$ cat src/psgrsd_pkg.sv
`timescale 1ns / 1ps
`default_nettype none

package psgrsd_pkg;

	localparam int REGS_PER_CHIP = 14;
	localparam int NUM_AMP       = 6;
	localparam int AMP_PER_CHIP  = 3;
	localparam int NUM_SLOTS     = 7;
	localparam int FRAME_SLOT    = NUM_SLOTS - 1;

	localparam logic [7:0] FLAG_MASK0 = 8'h01;
	localparam logic [7:0] FLAG_MASK1 = 8'h02;
	localparam logic [7:0] FLAG_HOLD  = 8'h04;
	localparam logic [7:0] FLAG_DELTA = 8'h08;
	localparam logic [7:0] END_MARK   = 8'hFF;
	localparam int         CONT_BIT   = 7;
	localparam int         ENV_BIT    = 4;
	localparam logic [7:0] AMP_MAX    = 8'd15;
	localparam logic [3:0] AMP_REG0   = 4'd8;
	localparam logic [3:0] AMP_REG2   = 4'd10;

	// Configuration register indexes.
	localparam logic [1:0] CFG_ATTEN  = 2'd0;
	localparam logic [1:0] CFG_CHIPS  = 2'd1;
	localparam logic [1:0] CFG_LOOP   = 2'd2;

	// Delta codes.
	localparam logic [1:0] DELTA_NONE  = 2'd0;
	localparam logic [1:0] DELTA_DEC1  = 2'd1;
	localparam logic [1:0] DELTA_DEC2  = 2'd2;
	localparam logic [1:0] DELTA_INC1  = 2'd3;

	typedef enum logic [1:0] {
		KIND_WRITE      = 2'd0,
		KIND_FRAME_END  = 2'd1,
		KIND_STREAM_END = 2'd2
	} kind_t;

	typedef struct packed {
		kind_t      kind;
		logic       chip;
		logic [3:0] reg_idx;
		logic [7:0] value;
		logic [7:0] hold;
		logic       restart;
	} result_t;

	// Register number for each position of a mask byte pair.
	function automatic logic [3:0] reg_of_pos(input logic [3:0] pos);
		logic [3:0] r;
		unique case (pos)
			4'd0:    r = 4'd8;
			4'd1:    r = 4'd9;
			4'd2:    r = 4'd10;
			4'd3:    r = 4'd7;
			4'd4:    r = 4'd0;
			4'd5:    r = 4'd2;
			4'd6:    r = 4'd4;
			4'd7:    r = 4'd1;
			4'd8:    r = 4'd3;
			4'd9:    r = 4'd5;
			4'd10:   r = 4'd6;
			4'd11:   r = 4'd11;
			4'd12:   r = 4'd12;
			4'd13:   r = 4'd13;
			default: r = 4'd0;
		endcase
		return r;
	endfunction

	// Amplitudes without the envelope bit are lowered by the attenuation, floored at zero.
	function automatic logic [7:0] attenuate(input logic [7:0] v, input logic [3:0] att);
		logic [7:0] r;
		if (v[ENV_BIT]) begin
			r = v;
		end else if (v > {4'd0, att}) begin
			r = v - {4'd0, att};
		end else begin
			r = 8'd0;
		end
		return r;
	endfunction

endpackage

`default_nettype wire

$ cat src/psg_register_stream_decoder_core.sv
`timescale 1ns / 1ps
`default_nettype none

// A stream word is captured in the input register, and its results are then loaded into
// the result burst register, from which they leave lowest slot first.
// Throughput: one stream word per cycle while each word yields at most one result and
// m_tready stays high; a word with more results (up to seven) holds the next word until its last one leaves.
// Reset (arst_n low) clears the parser and amplitude shadows and returns the
// configuration to its defaults at once.
module psg_register_stream_decoder_core
	import psgrsd_pkg::*;
(
	input  wire logic        clk,
	input  wire logic        arst_n,
	input  wire logic        s_tvalid,
	output      logic        s_tready,
	input  wire logic [7:0]  s_tdata,   // [7:0] stream_byte
	output      logic        m_tvalid,
	input  wire logic        m_tready,
	output      logic [23:0] m_tdata,   // [0] chip_select, [4:1] reg_index, [12:5] reg_value,
	                                    // [20:13] hold_frames, [21] restart, [23:22] zero
	output      logic [1:0]  m_tuser,   // [1:0] result_kind
	output      logic        m_tlast,
	input  wire logic        cfg_we,
	input  wire logic [1:0]  cfg_index,
	input  wire logic [3:0]  cfg_data
);

	typedef enum logic [3:0] {
		PH_CTRL = 4'd0,
		PH_DLO  = 4'd1,
		PH_DHI  = 4'd2,
		PH_M0   = 4'd3,
		PH_M0HI = 4'd4,
		PH_M1   = 4'd5,
		PH_M1HI = 4'd6,
		PH_HOLD = 4'd7,
		PH_V0   = 4'd8,
		PH_V1   = 4'd9
	} phase_t;

	function automatic phase_t next_phase(input phase_t from, input logic [7:0] flags,
	                                      input logic [13:0] m0, input logic [13:0] m1);
		phase_t p;
		if (from <= PH_DLO && (flags & FLAG_DELTA) != 8'd0) begin
			p = PH_DLO;
		end else if (from <= PH_M0 && (flags & FLAG_MASK0) != 8'd0) begin
			p = PH_M0;
		end else if (from <= PH_M1 && (flags & FLAG_MASK1) != 8'd0) begin
			p = PH_M1;
		end else if (from <= PH_HOLD && (flags & FLAG_HOLD) != 8'd0) begin
			p = PH_HOLD;
		end else if (from <= PH_V0 && m0 != 14'd0) begin
			p = PH_V0;
		end else if (from <= PH_V1 && m1 != 14'd0) begin
			p = PH_V1;
		end else begin
			p = PH_CTRL;
		end
		return p;
	endfunction

	// Configuration
	logic [3:0] atten_q;
	logic [1:0] chips_q;
	logic       loop_q;

	// Input register
	logic       valid_s1;
	logic [7:0] byte_s1;

	// Parser state
	phase_t      phase_q, phase_d;
	logic [7:0]  flags_q, flags_d;
	logic [7:0]  dlo_q, dlo_d;
	logic [13:0] m0_q, m0_d;
	logic [13:0] m1_q, m1_d;
	logic [7:0]  hold_q, hold_d;
	logic [7:0]  shadow_q [NUM_AMP];
	logic [7:0]  shadow_d [NUM_AMP];
	logic        jr_q, jr_d;
	logic        stopped_q, stopped_d;

	// Result burst: one slot per possible result, emitted lowest slot first
	result_t               slot_q [NUM_SLOTS];
	result_t               slot_d [NUM_SLOTS];
	logic [NUM_SLOTS-1:0]  mask_q, mask_d;
	logic [NUM_SLOTS-1:0]  head_oh;
	logic [2:0]            head_idx;
	result_t               head;

	logic        advance;
	logic        second_ok;
	logic        is_end;
	logic [7:0]  amp_new [NUM_AMP];
	logic [1:0]  amp_code [NUM_AMP];
	logic        val_chip;
	logic [13:0] val_mask;
	logic [3:0]  val_pos;
	logic [3:0]  val_reg;
	logic [2:0]  val_amp;
	logic        val_is_amp;

	assign second_ok = (chips_q == 2'd2);

	// Output side
	assign head_oh = mask_q & (~mask_q + NUM_SLOTS'(1));

	always_comb begin
		head_idx = '0;
		for (int k = NUM_SLOTS - 1; k >= 0; k--) begin
			if (mask_q[k]) begin
				head_idx = 3'(k);
			end
		end
	end

	assign head     = slot_q[head_idx];
	assign m_tvalid = |mask_q;
	assign m_tlast  = m_tvalid && ((mask_q & ~head_oh) == '0);
	assign m_tuser  = head.kind;
	assign m_tdata  = {2'b00, head.restart, head.hold, head.value, head.reg_idx, head.chip};

	// A new burst loads when the previous one is gone or leaves this cycle.
	assign advance  = valid_s1 && (mask_q == '0 || (m_tready && m_tlast));
	assign s_tready = !valid_s1 || advance;

	// Amplitude deltas, one lane per channel
	always_comb begin
		for (int k = 0; k < NUM_AMP; k++) begin
			amp_code[k] = (k < 4) ? dlo_q[2*(k%4) +: 2] : byte_s1[2*(k%2) +: 2];
			unique case (amp_code[k])
				DELTA_INC1: amp_new[k] = (shadow_q[k] < AMP_MAX) ? shadow_q[k] + 8'd1 : AMP_MAX;
				DELTA_DEC1: amp_new[k] = (shadow_q[k] != 8'd0) ? shadow_q[k] - 8'd1 : 8'd0;
				DELTA_DEC2: amp_new[k] = (shadow_q[k] > 8'd1) ? shadow_q[k] - 8'd2 : 8'd0;
				default:    amp_new[k] = shadow_q[k];
			endcase
		end
	end

	// Value write: lowest pending mask position of the current chip
	assign val_chip = (phase_q == PH_V1);
	assign val_mask = val_chip ? m1_q : m0_q;

	always_comb begin
		val_pos = '0;
		for (int i = REGS_PER_CHIP - 1; i >= 0; i--) begin
			if (val_mask[i]) begin
				val_pos = 4'(i);
			end
		end
	end

	assign val_reg    = reg_of_pos(val_pos);
	assign val_is_amp = (val_reg >= AMP_REG0) && (val_reg <= AMP_REG2);
	assign val_amp    = 3'(val_reg - AMP_REG0) + (val_chip ? 3'(AMP_PER_CHIP) : 3'd0);

	// Parser step for the word in the input register
	always_comb begin
		phase_d   = phase_q;
		flags_d   = flags_q;
		dlo_d     = dlo_q;
		m0_d      = m0_q;
		m1_d      = m1_q;
		hold_d    = hold_q;
		jr_d      = jr_q;
		stopped_d = stopped_q;
		is_end    = 1'b0;
		mask_d    = '0;
		for (int k = 0; k < NUM_AMP; k++) begin
			shadow_d[k] = shadow_q[k];
		end
		for (int k = 0; k < NUM_SLOTS; k++) begin
			slot_d[k] = '0;
		end

		if (!stopped_q) begin
			unique case (phase_q) inside
				PH_DLO: begin
					dlo_d   = byte_s1;
					phase_d = PH_DHI;
				end
				PH_DHI: begin
					for (int k = 0; k < NUM_AMP; k++) begin
						if (amp_code[k] != DELTA_NONE) begin
							shadow_d[k]       = amp_new[k];
							slot_d[k].kind    = KIND_WRITE;
							slot_d[k].chip    = (k >= AMP_PER_CHIP);
							slot_d[k].reg_idx = AMP_REG0 +
								4'((k >= AMP_PER_CHIP) ? k - AMP_PER_CHIP : k);
							slot_d[k].value   = attenuate(amp_new[k], atten_q);
							mask_d[k]         = (k < AMP_PER_CHIP) || second_ok;
						end
					end
					phase_d = next_phase(PH_M0, flags_q, m0_q, m1_q);
				end
				PH_M0: begin
					m0_d    = {7'd0, byte_s1[6:0]};
					phase_d = byte_s1[CONT_BIT] ? PH_M0HI : next_phase(PH_M1, flags_q, m0_d, m1_q);
				end
				PH_M0HI: begin
					m0_d    = m0_q | {byte_s1[6:0], 7'd0};
					phase_d = next_phase(PH_M1, flags_q, m0_d, m1_q);
				end
				PH_M1: begin
					m1_d    = {7'd0, byte_s1[6:0]};
					phase_d = byte_s1[CONT_BIT] ? PH_M1HI : next_phase(PH_HOLD, flags_q, m0_q, m1_d);
				end
				PH_M1HI: begin
					m1_d    = m1_q | {byte_s1[6:0], 7'd0};
					phase_d = next_phase(PH_HOLD, flags_q, m0_q, m1_d);
				end
				PH_HOLD: begin
					hold_d  = byte_s1;
					phase_d = next_phase(PH_V0, flags_q, m0_q, m1_q);
				end
				PH_V0, PH_V1: begin
					if (val_is_amp) begin
						shadow_d[val_amp] = byte_s1;
					end
					slot_d[0].kind    = KIND_WRITE;
					slot_d[0].chip    = val_chip;
					slot_d[0].reg_idx = val_reg;
					slot_d[0].value   = val_is_amp ? attenuate(byte_s1, atten_q) : byte_s1;
					mask_d[0]         = !val_chip || second_ok;
					if (val_chip) begin
						m1_d    = m1_q & ~(14'd1 << val_pos);
						phase_d = next_phase(PH_V1, flags_q, m0_q, m1_d);
					end else begin
						m0_d    = m0_q & ~(14'd1 << val_pos);
						phase_d = next_phase(PH_V0, flags_q, m0_d, m1_q);
					end
				end
				default: begin
					if (byte_s1 == END_MARK) begin
						is_end         = 1'b1;
						slot_d[0].kind = KIND_STREAM_END;
						mask_d[0]      = 1'b1;
						if (loop_q && !jr_q) begin
							slot_d[0].restart = 1'b1;
							jr_d              = 1'b1;
						end else begin
							stopped_d = 1'b1;
							jr_d      = 1'b0;
						end
						phase_d = PH_CTRL;
					end else begin
						jr_d    = 1'b0;
						flags_d = byte_s1;
						m0_d    = '0;
						m1_d    = '0;
						hold_d  = '0;
						phase_d = next_phase(PH_DLO, byte_s1, 14'd0, 14'd0);
					end
				end
			endcase

			if (!is_end && phase_d == PH_CTRL) begin
				slot_d[FRAME_SLOT].kind = KIND_FRAME_END;
				slot_d[FRAME_SLOT].hold = hold_d;
				mask_d[FRAME_SLOT]      = 1'b1;
			end
		end
	end

	always_ff @(posedge clk or negedge arst_n) begin
		if (!arst_n) begin
			atten_q   <= '0;
			chips_q   <= 2'd2;
			loop_q    <= 1'b0;
			valid_s1  <= 1'b0;
			phase_q   <= PH_CTRL;
			flags_q   <= '0;
			dlo_q     <= '0;
			m0_q      <= '0;
			m1_q      <= '0;
			hold_q    <= '0;
			jr_q      <= 1'b0;
			stopped_q <= 1'b0;
			mask_q    <= '0;
			for (int k = 0; k < NUM_AMP; k++) begin
				shadow_q[k] <= '0;
			end
		end else begin
			if (cfg_we) begin
				unique case (cfg_index)
					CFG_ATTEN: atten_q <= cfg_data;
					CFG_CHIPS: chips_q <= cfg_data[1:0];
					CFG_LOOP:  loop_q  <= cfg_data[0];
					default: ;
				endcase
			end
			if (s_tready) begin
				valid_s1 <= s_tvalid;
			end
			if (advance) begin
				phase_q   <= phase_d;
				flags_q   <= flags_d;
				dlo_q     <= dlo_d;
				m0_q      <= m0_d;
				m1_q      <= m1_d;
				hold_q    <= hold_d;
				jr_q      <= jr_d;
				stopped_q <= stopped_d;
				mask_q    <= mask_d;
				for (int k = 0; k < NUM_AMP; k++) begin
					shadow_q[k] <= shadow_d[k];
				end
			end else if (m_tvalid && m_tready) begin
				mask_q <= mask_q & ~head_oh;
			end
		end
	end

	always_ff @(posedge clk) begin
		if (s_tvalid && s_tready) begin
			byte_s1 <= s_tdata;
		end
		if (advance) begin
			for (int k = 0; k < NUM_SLOTS; k++) begin
				slot_q[k] <= slot_d[k];
			end
		end
	end

	// A stream end is always the only result of its word.
	a_stream_end_alone: assert property (@(posedge clk) disable iff (!arst_n)
		(m_tvalid && m_tuser == KIND_STREAM_END) |-> m_tlast)
		else $error("stream end not marked last");

	// A frame end always closes the burst of its word.
	a_frame_end_last: assert property (@(posedge clk) disable iff (!arst_n)
		(m_tvalid && m_tuser == KIND_FRAME_END) |-> m_tlast)
		else $error("frame end not marked last");

	// Stopping only happens on an end marker, so the parser sits at a control word.
	a_stop_at_ctrl: assert property (@(posedge clk) disable iff (!arst_n)
		stopped_q |-> (phase_q == PH_CTRL))
		else $error("stopped inside a frame");

	a_write_reg_range: assert property (@(posedge clk) disable iff (!arst_n)
		(m_tvalid && m_tuser == KIND_WRITE) |-> (m_tdata[4:1] <= 4'd13))
		else $error("register write beyond the register file");

endmodule

`default_nettype wire
$ cat config.mk
export PLATFORM = sky130hd
export DESIGN_NAME = psg_register_stream_decoder_core
export DESIGN_NICKNAME = d
export VERILOG_FILES = /design/src/psgrsd_pkg.sv /design/src/psg_register_stream_decoder_core.sv
export SDC_FILE = /design/constraint.sdc
export NUM_CORES = 1
export LEC_CHECK = 0
export BUFFER_PORTS_ARGS = -buffer_cell sky130_fd_sc_hd__buf_2
export CORE_ASPECT_RATIO = 1.75
export CORE_MARGIN = 3
export CORE_UTILIZATION = 25
export CTS_CLUSTER_DIAMETER = 150
export DETAILED_ROUTE_END_ITERATION = 10
export PLACE_DENSITY = 0.38
export SYNTH_ARGS = -nofsm -noshare
export SYNTH_HDL_FRONTEND = slang
export SYNTH_SLANG_ARGS = --single-unit
$ cat constraint.sdc
create_clock -name clk -period 7.1 [get_ports clk]
set_clock_uncertainty 0.15 [all_clocks]
set_input_delay 0.355 -clock clk [delete_from_list [all_inputs] [get_ports clk]]
set_output_delay 0.355 -clock clk [all_outputs]
set_load 0.01 [all_outputs]
# --- After elaboration in Yosys (flattened, before gate mapping) ---
# Memories as Yosys holds them, arrays and structs flattened.
# Index checks and enable logic that the tools add are counted.
word_totals:
  regBits: 124
  mem_bits_rw: 168
  romBits: 64
  input_bits: 19
  output_inout_bits: 29
  word_cells: 352
  memories: 2
mem_list:
  columns: ["memory", "words", "width", "read_ports", "rd_clocked_by_memory_dff", "write_ports", "line", "text"]
  rows:
  - ["slot_q", 7, 24, 1, 0, 7, "psg_register_stream_decoder_core.sv:85", "result_t slot_q [NUM_SLOTS];"]
  - ["(no name shown)", 16, 4, 1, 0, 0, "psgrsd_pkg.sv:52", "unique case (pos)"]
op_classes:
  n_addsub: 28
  order_cmp: 23
  eq_ne: 42
  shifts: 1
  muxes: 157
  bitwise_logic: 15
  n_reduce_logical: 64
ops:
  columns: ["op", "n"]
  rows:
  - ["$mux 8", 43]
  - ["$mux 4", 37]
  - ["$pmux 8 s3", 6]
  - ["$pmux 14 s4", 2]
  - ["$mux 15", 7]
  - ["$pmux 48 s2", 1]
  - ["$reduce_bool 14->1", 6]
  - ["$mux 13", 5]
  - ["$gt 8x4->1", 7]
  - ["$mux 14", 4]
  - ["$sub 8x4->8", 7]
  - ["$add 8x1->8 const B", 6]
  - ["$bwmux 48", 1]
  - ["$gt 8x1->1 const B", 6]
  - ["$lt 8x4->1 const B", 6]
  - ["$mux 12", 4]
  - ["$mux 48", 1]
  - ["$reduce_bool 8->1", 6]
  - ["$sub 8x1->8 const B", 6]
  - ["$sub 8x2->8 const B", 6]
  - ["$reduce_and 5->1", 8]
  - ["$mux 3", 12]
  - ["$pmux 4 s8", 1]
  - ["$and 14x14->14", 2]
  - ["other kinds (50)", 140]

# --- Depth between registers and ports, before layout ---
depth:
  word_depth: 29
  depth_mapped: 23
  depth_no_buf: 18

# --- Worst setup path before layout ---
# OpenSTA, ideal clock, no wires.
synth_timing:
  kind: "register to register"
  startpoint: "register mask_q[1]"
  endpoint: "register shadow_q[11] (netlist bit)"
  setup_time_ns: 0.128
  arrival_ns: 5.861
  required_time_ns: 6.822
  path_slack_ns: 0.961
  stages_incl_launch_ff: 11
  n_path_buf: 3
  period_less_slack_ns: 6.139
  cell_sequence: "dfrtp_1 -> clkbuf_1 -> maj3_1 -> or2_2 -> o21ai_1 -> nand2_1 -> or3_1 -> clkbuf_1 -> o32a_1 -> buf_2 -> mux2_1"
synth_via:
  elab_chain_cells: 11
  word_cells_on_any_way: 13
  classes_between: "add/sub: 1; bitwise: 4; reduce/logical: 8"
synth_rtl:
  columns: ["element", "line", "text"]
  rows:
  - ["start, declared", "psg_register_stream_decoder_core.sv:87", "logic [NUM_SLOTS-1:0] mask_q, mask_d;"]
  - ["start signal, assigned", "psg_register_stream_decoder_core.sv:305", "mask_q <= mask_d;"]
  - ["start signal, assigned", "psg_register_stream_decoder_core.sv:310", "mask_q <= mask_q & ~head_oh;"]
  - ["$not 7->7", "psg_register_stream_decoder_core.sv:107", "assign head_oh = mask_q & (~mask_q + NUM_SLOTS'(1));"]
  - ["$add 7x1->7", "psg_register_stream_decoder_core.sv:107", null]
  - ["$and 7x7->7", "psg_register_stream_decoder_core.sv:107", null]
  - ["$not 7->7", "psg_register_stream_decoder_core.sv:120", "assign m_tlast = m_tvalid && ((mask_q & ~head_oh) == '0);"]
  - ["$and 7x7->7", "psg_register_stream_decoder_core.sv:120", null]
  - ["$logic_not 7->1", "psg_register_stream_decoder_core.sv:120", null]
  - ["$logic_and 1x1->1", "psg_register_stream_decoder_core.sv:120", null]
  - ["$logic_and 1x1->1", "psg_register_stream_decoder_core.sv:125", "assign advance = valid_s1 && (mask_q == '0 || (m_tready && m_tlast));"]
  - ["$logic_or 1x1->1 *", "psg_register_stream_decoder_core.sv:125", null]
  - ["$logic_and 1x1->1 *", "psg_register_stream_decoder_core.sv:125", null]
  - ["net advance", "psg_register_stream_decoder_core.sv:92", "logic advance;"]
  - ["$reduce_and 5->1 (no source line) *", null, null]
  - ["end signal, assigned by index", "psg_register_stream_decoder_core.sv:307", "shadow_q[k] <= shadow_d[k];"]
  - ["end, declared", "psg_register_stream_decoder_core.sv:79", "logic [7:0] shadow_q [NUM_AMP];"]
# Mark *: on every way through the listed nets, which the timed path passes. The rest lies on a longest branch.
# A chain may end at the register's enable or synchronous reset.

# --- Worst setup path in the final report ---
layout_timing:
  startpoint: "register phase_q[2]"
  endpoint: "register shadow_q[6] (netlist bit)"
layout_via:
  elab_chain_cells: 27
  word_cells_on_any_way: 39
  classes_between: "add/sub: 2; order compare: 4; eq/ne: 5; mux: 21; bitwise: 1; reduce/logical: 5; memory: 1"
layout_rtl:
  columns: ["element", "line", "text"]
  rows:
  - ["start, declared", "psg_register_stream_decoder_core.sv:73", "phase_t phase_q, phase_d;"]
  - ["start signal, assigned", "psg_register_stream_decoder_core.sv:297", "phase_q <= phase_d;"]
  - ["$eq 4x4->1", "psg_register_stream_decoder_core.sv:142", "assign val_chip = (phase_q == PH_V1);"]
  - ["$mux 14", "psg_register_stream_decoder_core.sv:143", "assign val_mask = val_chip ? m1_q : m0_q;"]
  - ["$mux 4 (14 in a row)", "psg_register_stream_decoder_core.sv:148", "if (val_mask[i]) begin"]
  - ["$mem_v2 16x4", null, null]
  - ["$sub 3x1->3", "psg_register_stream_decoder_core.sv:156", "assign val_amp = 3'(val_reg - AMP_REG0) + (val_chip ? 3'(AMP_PER_CHIP) : 3'd0);"]
  - ["$add 3x2->3", "psg_register_stream_decoder_core.sv:156", null]
  - ["$not 3->4 (not written as such)", "psg_register_stream_decoder_core.sv:219", "shadow_d[val_amp] = byte_s1;"]
  - ["$ge 4x4->1 (not written as such) / $lt 4x1->1 (equally long branches)", "psg_register_stream_decoder_core.sv:219", null]
  - ["$logic_and 1x1->1 (not written as such)", "psg_register_stream_decoder_core.sv:219", null]
  - ["$mux 8 (not written as such)", "psg_register_stream_decoder_core.sv:219", null]
  - ["$demux 8 s3", "psg_register_stream_decoder_core.sv:219", null]
  - ["$bwmux 48", "psg_register_stream_decoder_core.sv:219", null]
  - ["$mux 48", "psg_register_stream_decoder_core.sv:218", "if (val_is_amp) begin"]
  - ["$pmux 48 s2", "psg_register_stream_decoder_core.sv:178", "unique case (phase_q) inside"]
# Parallel ways exist; a longest one is shown, timed or not. The select of a mux whose other input is x is not followed.

==> impl_metrics.sql <==
INSERT INTO impl_metrics (metric_group, metric, value, unit) VALUES
('outcome', 'status', 'finished clean', ''),
('critical_path', 'rr_worst_depth', '18', ''),
('floorplan', 'die_area', '65900', 'um^2'),
('timing', 'fin_crit', '6200', 'ps'),
('critical_path', 'critPathCaptureType', 'flip-flop', ''),
('cts', 'cts-root-to-sink-buffers', '2', ''),
('timing', 'finalSetupTns', '0', 'ps'),
('yosys', 'synth.yosys.seq_area_share', '33.3', '%'),
('route', 'vias_per_cell', '5.55', ''),
('timing', 'worstMarginPinSlew', '1220', 'ps'),
('finish', 'antenna_cells', '0', ''),
('critical_path', 'worst_path_required', '7310', 'ps'),
('route', 'routed_wirelength', '64.6', 'mm'),
('critical_path', 'crit_path_top_delay_cell', 'sky130_fd_sc_hd__or4_1', ''),
('grt', 'groute.usage.overall', '19.3', '%'),
('yosys', 'async_flop_share', '60.1', '%'),
('placed_design', 'place.port_buffers', '45', ''),
('finish', 'filler_cell_count', '6601', ''),
('finish', 'num-nets-final', '1971', ''),
('yosys', 'postSynthCellCount', '1858', ''),
('grt', 'grt_antenna_before_repair', '0', ''),
('floorplan', 'rows', '120', ''),
('cts', 'post-cts-setup-buffers', '0', ''),
('yosys', 'synth.avg_cell_area', '8.44', 'um^2'),
('worst_hold_path', 'hold_path.startpoint', 'cfg_index[0]', ''),
('flow_run', 'drv.max_cap_violation_count', '0', ''),
('timing', 'final_critical_path_setup_slack', '896', 'ps'),
('critical_path', 'worst_r2r_startpoint', 'phase_q[2]', ''),
('route', 'drt_drc_violations_left', '0', ''),
('yosys', 'synth_enable_flop_cells', '77', ''),
('critical_path', 'setup.worst_path.class', 'flip-flop to flip-flop', ''),
('critical_path', 'crit-reg2reg-capture', 'shadow_q[6]', ''),
('yosys', 'synth-warning-count', '0', ''),
('critical_path', 'critical_path.max_fanout', '22', ''),
('floorplan', 'die_height', '337', 'um'),
('route', 'wl_per_cell', '24.1', 'um'),
('cts', 'cts_tree', 'yes', ''),
('critical_path', 'cp_cell_instances', 'buf_4, nand4bb_1, inv_2, buf_4, a31oi_1, a221oi_2, inv_1, ha_1, a21o_1, a21oi_1, a221oi_1, ha_1, fa_1, or4_1, o2111ai_4, or3b_1, o32a_1, mux2_4', ''),
('timing', 'min_period_over_period', '87.4', '%'),
('worst_hold_path', 'min-delay-path-class', 'input pin to flip-flop', ''),
('timing', 'final-setup-viol-count', '0', ''),
('cts', 'cts.hold.buffers_added', '14', ''),
('timing', 'maxClockFrequency', '161', 'MHz'),
('yosys', 'synth_top_flop_cell', 'sky130_fd_sc_hd__dfrtp_1', ''),
('critical_path', 'timing.critical_path.buf_inv', '4', ''),
('floorplan', 'floorplan.die.width', '195', 'um'),
('cts', 'cts_buffers', '17', ''),
('worst_hold_path', 'holdPathEnd', 'atten_q[2]', ''),
('route', 'drt_iter0_markers', '1000', ''),
('yosys', 'synth.cell_area', '15700', 'um^2'),
('yosys', 'ys_seq_elements', '193', ''),
('placed_design', 'place_congestion', '0.899', ''),
('cts', 'clock_sink_count', '193', ''),
('route', 'router_iterations_before_antenna_repair', '5', ''),
('yosys', 'yosys_cell_types', '103', ''),
('grt', 'grt_start_max_net_pins', '65', ''),
('timing', 'unrepaired_setup_endpoints_after_global_routing', 'no', ''),
('critical_path', 'worst_setup_path_start_kind', 'flip-flop', ''),
('cts', 'cts-resized-gates', '0', ''),
('route', 'ant_nets', '0', ''),
('placed_design', 'place_hpwl', '49.5', 'mm'),
('finish', 'mostFrequentLayoutCells', '221 x sky130_fd_sc_hd__nand2_1, 156 x sky130_fd_sc_hd__nor2_1, 124 x sky130_fd_sc_hd__o21ai_0, 115 x sky130_fd_sc_hd__dfrtp_1, 110 x sky130_fd_sc_hd__a21oi_1', ''),
('cts', 'cts.clk_slew.worst_paths', '80', 'ps'),
('timing', 'finalMaxSlewViolations', '0', ''),
('finish', 'layout-drive-gt1-share', '12.9', '%'),
('cts', 'ctsRootBufferMaster', 'sky130_fd_sc_hd__clkbuf_16', ''),
('floorplan', 'design.core.area', '61700', 'um^2'),
('cts', 'clock_insertion_delay_worst_skew', '490', 'ps'),
('critical_path', 'critPathMaxStageDelay', '600', 'ps'),
('timing', 'finalHoldViolCount', '0', ''),
('grt', 'overflow', '0', '');
-- worst min-delay path, stage by stage --
cell and delay [ps]:
sky130_fd_sc_hd__buf_2 90, sky130_fd_sc_hd__nor3b_1 100, sky130_fd_sc_hd__nand2_1 80, sky130_fd_sc_hd__o21ai_0 60
-- worst max path at each step --
stage	depth (start not counted)	startpoint	to	slack, ps
2_1_floorplan	10	mask_q[1]	shadow_q[11]	960
3_3_place_gp	19	phase_q[2]	shadow_q[5]	1040
3_5_place_dp	17	phase_q[2]	shadow_q[7]	950
4_1_cts	17	phase_q[2]	shadow_q[1]	940
5_1_grt	19	phase_q[2]	shadow_q[6]	570
6_report	18	phase_q[2]	shadow_q[6]	900
-- final cells by class --
type	count	area (um^2)	area share, %
Multi-Input combinational cell	1481	9780	55.7
Sequential cell	193	5220	29.7
Tap cell	793	992	5.65
Timing Repair Buffer	105	717	4.09
Clock buffer	17	425	2.42
Inverter	74	278	1.58
Clock inverter	15	143	0.813
-- synthesized netlist by cell type (all sizes together) (10+ instances only) --
| cell | n | area share, % |
|---|---|---|
| nand2 | 221 | 5.3 |
| nor2 | 157 | 3.8 |
| o21ai | 129 | 4.1 |
| dfrtp | 115 | 18 |
| a21oi | 111 | 3.6 |
| clkbuf | 92 | 2.2 |
| edfxtp | 77 | 15 |
| inv | 74 | 1.8 |
| ha | 72 | 5.7 |
| o22ai | 58 | 2.3 |
| nand3 | 56 | 1.8 |
| mux2 | 54 | 4.1 |
| nor3 | 43 | 1.4 |
| nand2b | 38 | 1.5 |
| nor2b | 31 | 1.2 |
| o31ai | 26 | 1.3 |
| nor4 | 25 | 1.2 |
| a31oi | 24 | 0.96 |
| and3 | 21 | 0.84 |
| nand4 | 20 | 0.80 |
| xnor2 | 20 | 1.1 |
| a211oi | 19 | 0.94 |
| buf | 19 | 0.68 |
| or2 | 19 | 0.76 |
| a22o | 18 | 1.0 |
| a22oi | 18 | 0.86 |
| xor2 | 17 | 0.95 |
| a21o | 16 | 0.77 |
| and2 | 16 | 0.64 |
| mux2i | 15 | 0.96 |
| or3 | 15 | 0.60 |
| or4 | 12 | 0.57 |
| o211ai | 11 | 0.56 |
| nand3b | 10 | 0.50 |
| nor3b | 10 | 0.48 |
| o221a | 10 | 0.72 |
-- kinds of logic (layout without fill, tap and decap cells) --
| family | after synthesis | count (layout) | synth area share (%) |
|---|---|---|---|
| muxes | 70 | 70 | 5.17 |
| adders and majority gates | 81 | 81 | 6.83 |
| buffers and inverters | 185 | 211 | 4.65 |
| xor gates and xnor gates | 37 | 37 | 2.07 |
| and+or+nand+nor | 715 | 715 | 22.6 |
| other | 1 | 2 | 0.0239 |
| DFF | 193 | 193 | 33.3 |
| AOI/OAI and AO/OA | 576 | 576 | 25.4 |
-- state kept, by name, summed over array words and instances, names as in the netlist, 2 cells and up --
| register | flops |
|---|---|
| slot_q | 69 |
| shadow_q | 48 |
| m0_q | 14 |
| m1_q | 14 |
| byte_s1 | 8 |
| dlo_q | 8 |
| hold_q | 8 |
| mask_q | 7 |
| atten_q | 4 |
| phase_q | 4 |
| flags_q | 3 |
| chips_q | 2 |
-- stage by stage --
step	instances	utilization, %	hold WS [ps]
2_1_floorplan	1859	-	-90.6
3_3_place_gp	2632	27.3	272
3_5_place_dp	2632	27.3	276
4_1_cts	2678	28.4	77.5
5_1_grt	2678	28.4	128
6_report	2678	28.4	102
-- layer usage --
metal	up-vias	wire [um]	share of wire, %	global-route usage, %
met5	-	0	0	0
met4	0	4500	7.0	12.2
met3	155	1880	2.9	2.06
met2	424	34500	53	36.9
met1	7316	23700	37	19.9
li1	6976	-	-	-
Power is left out: the tool's default activity adds up to more than one toggle a clock period on the data nets, which glitch-free logic cannot reach.
